--- src/design/tci_pkg.sv ---
`timescale 1ns / 1ps
// ----------------------------------------------------------------------------
// tci_pkg
// Shared types and constants of the tabulated cdf interpolator.
// ----------------------------------------------------------------------------
package tci_pkg;

  localparam int unsigned GRID_W = 32;
  localparam int unsigned PROB_W = 25;
  localparam int unsigned PUSE_W = 10;

  // probability one in q1.24, and one minus 0.0001 truncated
  localparam logic [PROB_W-1:0] PROB_ONE      = 25'd16777216;
  localparam logic [PROB_W-1:0] PROB_NEAR_ONE = PROB_ONE - 25'd1677;

  localparam logic [PUSE_W-1:0] PUSE_RESET = 10'd500;

  typedef enum logic [1:0] {
    CMD_WRITE   = 2'd0,
    CMD_FORWARD = 2'd1,
    CMD_INVERSE = 2'd2
  } cmd_e;

  typedef enum logic [2:0] {
    STAT_INTERP     = 3'd0,
    STAT_CLAMP_LOW  = 3'd1,
    STAT_CLAMP_HIGH = 3'd2,
    STAT_DOMAIN     = 3'd3,
    STAT_WRITTEN    = 3'd4
  } status_e;

  typedef struct packed {
    logic signed [GRID_W-1:0] grid;
    logic [PROB_W-1:0]        prob;
  } entry_t;

  // operands of one interpolation step: |a| * |b| / divisor, then sign
  typedef struct packed {
    logic              start;
    logic              negate;
    logic [31:0]       mul_a;
    logic [PROB_W-1:0] mul_b;
    logic [31:0]       divisor;
  } div_req_t;

  typedef struct packed {
    logic               done;
    logic signed [32:0] quotient;
  } div_rsp_t;

endpackage

--- src/design/tci_muldiv.sv ---
`timescale 1ns / 1ps
// ----------------------------------------------------------------------------
// tci_muldiv
// Registered 32x25 multiply followed by a restoring divide, one quotient
// bit per cycle, truncating toward zero.
// ----------------------------------------------------------------------------
module tci_muldiv import tci_pkg::*; (
  input  logic     clk_i,
  input  logic     rst_ni,
  input  div_req_t req_i,
  output div_rsp_t rsp_o
);

  typedef enum logic [1:0] {
    D_IDLE,
    D_MUL,
    D_RUN,
    D_DONE
  } dstate_e;

  localparam logic [4:0] LAST_STEP = 5'd31;

  dstate_e           dstate_q;
  logic [31:0]       a_q;
  logic [PROB_W-1:0] b_q;
  logic [31:0]       den_q;
  logic              neg_q;
  logic [31:0]       rem_q;
  logic [31:0]       quo_q;
  logic [4:0]        cnt_q;

  logic [56:0] prod;
  logic [32:0] rem_sh;
  logic [33:0] trial;
  logic        ge;

  // quotient is known to fit 32 bits, so the top bits start as remainder
  assign prod   = {25'd0, a_q} * {32'd0, b_q};
  assign rem_sh = {rem_q, quo_q[31]};
  assign trial  = {1'b0, rem_sh} - {2'b00, den_q};
  assign ge     = ~trial[33];

  always_ff @(posedge clk_i or negedge rst_ni) begin
    if (!rst_ni) begin
      dstate_q <= D_IDLE;
      a_q      <= '0;
      b_q      <= '0;
      den_q    <= '0;
      neg_q    <= 1'b0;
      rem_q    <= '0;
      quo_q    <= '0;
      cnt_q    <= '0;
    end else begin
      case (dstate_q)
        D_IDLE: begin
          if (req_i.start) begin
            a_q      <= req_i.mul_a;
            b_q      <= req_i.mul_b;
            den_q    <= req_i.divisor;
            neg_q    <= req_i.negate;
            dstate_q <= D_MUL;
          end
        end
        D_MUL: begin
          rem_q    <= {7'd0, prod[56:32]};
          quo_q    <= prod[31:0];
          cnt_q    <= '0;
          dstate_q <= D_RUN;
        end
        D_RUN: begin
          rem_q <= ge ? trial[31:0] : rem_sh[31:0];
          quo_q <= {quo_q[30:0], ge};
          cnt_q <= cnt_q + 5'd1;
          if (cnt_q == LAST_STEP) begin
            dstate_q <= D_DONE;
          end
        end
        D_DONE: begin
          dstate_q <= D_IDLE;
        end
        default: begin
          dstate_q <= D_IDLE;
        end
      endcase
    end
  end

  always_comb begin
    rsp_o.done     = (dstate_q == D_DONE);
    rsp_o.quotient = neg_q ? $signed(33'd0 - {1'b0, quo_q}) : $signed({1'b0, quo_q});
  end

  a_start_when_idle: assert property (@(posedge clk_i) disable iff (!rst_ni)
    req_i.start |-> dstate_q == D_IDLE)
    else $error("interpolation step started while divider busy");

endmodule

--- config.mk ---
export PLATFORM = sky130hd
export DESIGN_NAME = tci_muldiv
export DESIGN_NICKNAME = d
export VERILOG_FILES = /design/src/design/tci_pkg.sv /design/src/design/tci_muldiv.sv
export SDC_FILE = /design/constraint.sdc
export NUM_CORES = 2
export LEC_CHECK = 0
export ABC_AREA = 1
export BUFFER_PORTS_ARGS = -buffer_cell sky130_fd_sc_hd__buf_4
export CAP_MARGIN = 40
export CORE_ASPECT_RATIO = 0.6
export CORE_MARGIN = 4
export CORE_UTILIZATION = 55
export CTS_CLUSTER_SIZE = 12
export DETAILED_ROUTE_END_ITERATION = 12
export MAX_ROUTING_LAYER = met4
export PLACE_DENSITY_LB_ADDON = 0.3
export SLEW_MARGIN = 20
export SYNTH_ARGS = -nofsm -noshare
export SYNTH_HDL_FRONTEND = slang
export SYNTH_SLANG_ARGS = --single-unit
--- constraint.sdc ---
create_clock -name clk_i -period 16.9 [get_ports clk_i]
set_input_delay 0.845 -clock clk_i [delete_from_list [all_inputs] [get_ports clk_i]]
set_output_delay 0.845 -clock clk_i [all_outputs]
set_load 0.005 [all_outputs]
==> impl_results.md <==
* Outcome: complete, no violations
* Asr flop ratio synth at 100%
* Wirelength per Cell at 18.7 um
* Area post-placement at 39300 um2
* Fillers at 6239
* Post-CTS setup buffer count at 0
* Critical Path RT at 17.33 ns
* Max cap viols at 0
* Die area at 72900 um2
* Adder and majority gate portion of the synthesized area at 44.3%
* Syn_area_per_cell at 7.36 um2
* Max Clk Rate at 134 MHz
* Max stage delay cell, worst path: dfrtp_1
* # DRC at 0
* Synth Instances at 5114
* CTS clk-pin slew, worst paths at 0.09 ns
* # IOs at 127
* Setup violators final at 0
* Sequential-to-total area share from yosys stat at 10.7%
* Clock Path Buffers at 2
* Mapped Area at 37700 um2
* CTS Root Cell: clkbuf_16
* Synth Area in Simple Gates at 20.2%
* Core Region at 67000 um2
* Commonest non-fill, non-tap cell in the layout: inv_1
* Final min period at 7.44 ns
* Dpl hpwl at 89600 um
* FP Rows at 73
* CTS tree: yes
* Synth Area in XOR/XNOR at 1.63%
* Gr usage total at 32.8%
* Starting DRT DRC Count at 3426
* Seq cells post-synth at 161
* Antenna-violating nets left at 0
* CTS Buf Count at 17
* Mux cell area share after synthesis at 1.73%
* Skew-Pair Late Insertion Delay at 0.49 ns
* Cell mode on critical path: nand2_1
* Net count after synthesis at 6126
* Clock Skews at 0.0118 ns
* Worst Setup Slack, final at 9.46 ns
* Cell taking the most area after synthesis: fa_1
* H-tree depth at 4
* Chip Height at 211 um
* Drt pass-1 iters at 7
* Startpoint Class: register
* Worst-path fanout max at 24
* Vias in the first global route at 32200
* Commonest non-fill, non-tap cells in the layout: inv_1, nand2_1, fa_1, ha_1, nor2_1
* Share of cells above drive strength 1 at 6.41%
* Library cells used by synthesis at 53
* Cts hold-fix bufs at 0
* CTS sink cnt at 161
* Final Hold Viols at 0
* Syn-to-layout area delta at 6.48%
* IO Port Bufs at 126
* Critical path's largest stage delay at 0.63 ns
* Initial antenna violation count at 1
* Worst reg2reg setup slack at 9.46 ns
* Die W at 346 um
* # nets final at 6100
* Worst slew margin at 31.7%
* Largest net degree at the start of global routing at 76
* Routed vias/inst at 5.26
* Post-place setup slack at 9.70 ns
* Fin area at 40100 um2
* Worst R2R Path Depth at 28
* Setup TNS at 0 ns
* Fin crit share at 44.0%
* Top cells by area, synth: fa_1, inv_1, nand2_1
* Largest family of logic cells by synthesized area: adder cells
* Grt ovf at 0
* Share of the synthesized area in the top cell type at 36.6%
* Setup crit end kind: register
* RSZ-0062 raised after global routing: false
* First-pass GRT wire length at 181000 um
* WL final at 112000 um
* EDFF count, synth at 0
* Synth Area in Compound Gates at 4.01%
* Via count at 31600
* Worst Tran Pin Value at 1.02 ns
* Yosys warns at 0
* Resized cells post-CTS at 0
* Main synth FF type: dfrtp_1
* Critical R2R Launch: b_q[10]
* Critical path class: reg2reg
* Worst Hold Class: in2async
* Max-slew violations at 0
* R2R Path End: rem_q[23]
* Arrival time at the worst endpoint at 7.87 ns
* Gpl congestion at 1.06
* Starting Density at 56.2%
[per-stage QoR]
step / util, % / hold slack, ns / instances
final: 59.8 / 0.382 / 6003
after CTS: 59.5 / 0.402 / 5991
after global placement: 58.5 / 0.490 / 5957
after floorplan: - / 0.466 / 5114
after global routing: 59.8 / 0.449 / 6003
after detailed placement: 58.6 / 0.493 / 5959
[layer usage]
| metal | GRT usage, % | wire length [um] | vias up |
|---|---|---|---|
| li1 | - | - | 14500 |
| met2 | 45.2 | 45300 | 1649 |
| met1 | 49.1 | 50700 | 15400 |
| met3 | 9.09 | 14400 | 135 |
| met5 | - | 0 | - |
| met4 | 5.53 | 1790 | 0 |
[registers in the layout, summed over array words and instances, names as in the netlist]
signal    flops
a_q          32
den_q        32
quo_q        32
rem_q        32
b_q          25
cnt_q         5
dstate_q      2
neg_q         1
[critical path, delay by kind of cell (launching register included)]
| family | cells | cell delay, ns |
|---|---|---|
| AND/OR/NAND/NOR | 11 | 1.49 |
| adder cells (fa/ha/maj) | 8 | 3.95 |
| AO/OA/AOI/OAI | 1 | 0.44 |
| buffers and inverters | 8 | 0.84 |
| flip-flops | 1 | 0.63 |
[area by class of cell]
type / count / area [um2] / area share, %
Antenna cell: 2 / 5.00 / 0.0125
Clock buffer: 21 / 470 / 1.17
Clock inverter: 11 / 120 / 0.300
Inverter: 1506 / 5650 / 14.1
Multi-Input combinational cell: 3208 / 27000 / 67.4
Sequential cell: 161 / 4040 / 10.1
Tap cell: 900 / 1130 / 2.81
Timing Repair Buffer: 194 / 1640 / 4.08
[Yosys cell counts, types with 30 or more instances]
cell      count
a21oi_1     125
clkbuf_1    216
dfrtp_1     161
fa_1        688
ha_1        231
inv_1      1498
mux2_2       58
nand2_1    1474
nand3_1     132
nor2_1      205
nor3_1       30
o21ai_0      35
xnor2_1      32
xor2_1       38
[how the worst max path moves through the flow]
stage / from / endpoint / slack [ns]
global route: b_q[10] / rem_q[23] / 9.14
detailed placement: b_q[10] / rem_q[23] / 9.70
global placement: b_q[10] / rem_q[23] / 9.60
finish: b_q[10] / rem_q[23] / 9.46
floorplan: a_q[10] / rem_q[10] / 10.89
CTS: b_q[10] / rem_q[23] / 9.64
[cell families after synthesis]
kind of cell | after synthesis
buf+inv | 1745
flops | 161
mux | 58
fa+ha+maj | 919
compound gates | 256
xor+xnor | 70
simple gates | 1905
Power is not shown: default switching activity piles up to over one toggle a cycle in this logic, so the estimate is an artifact.
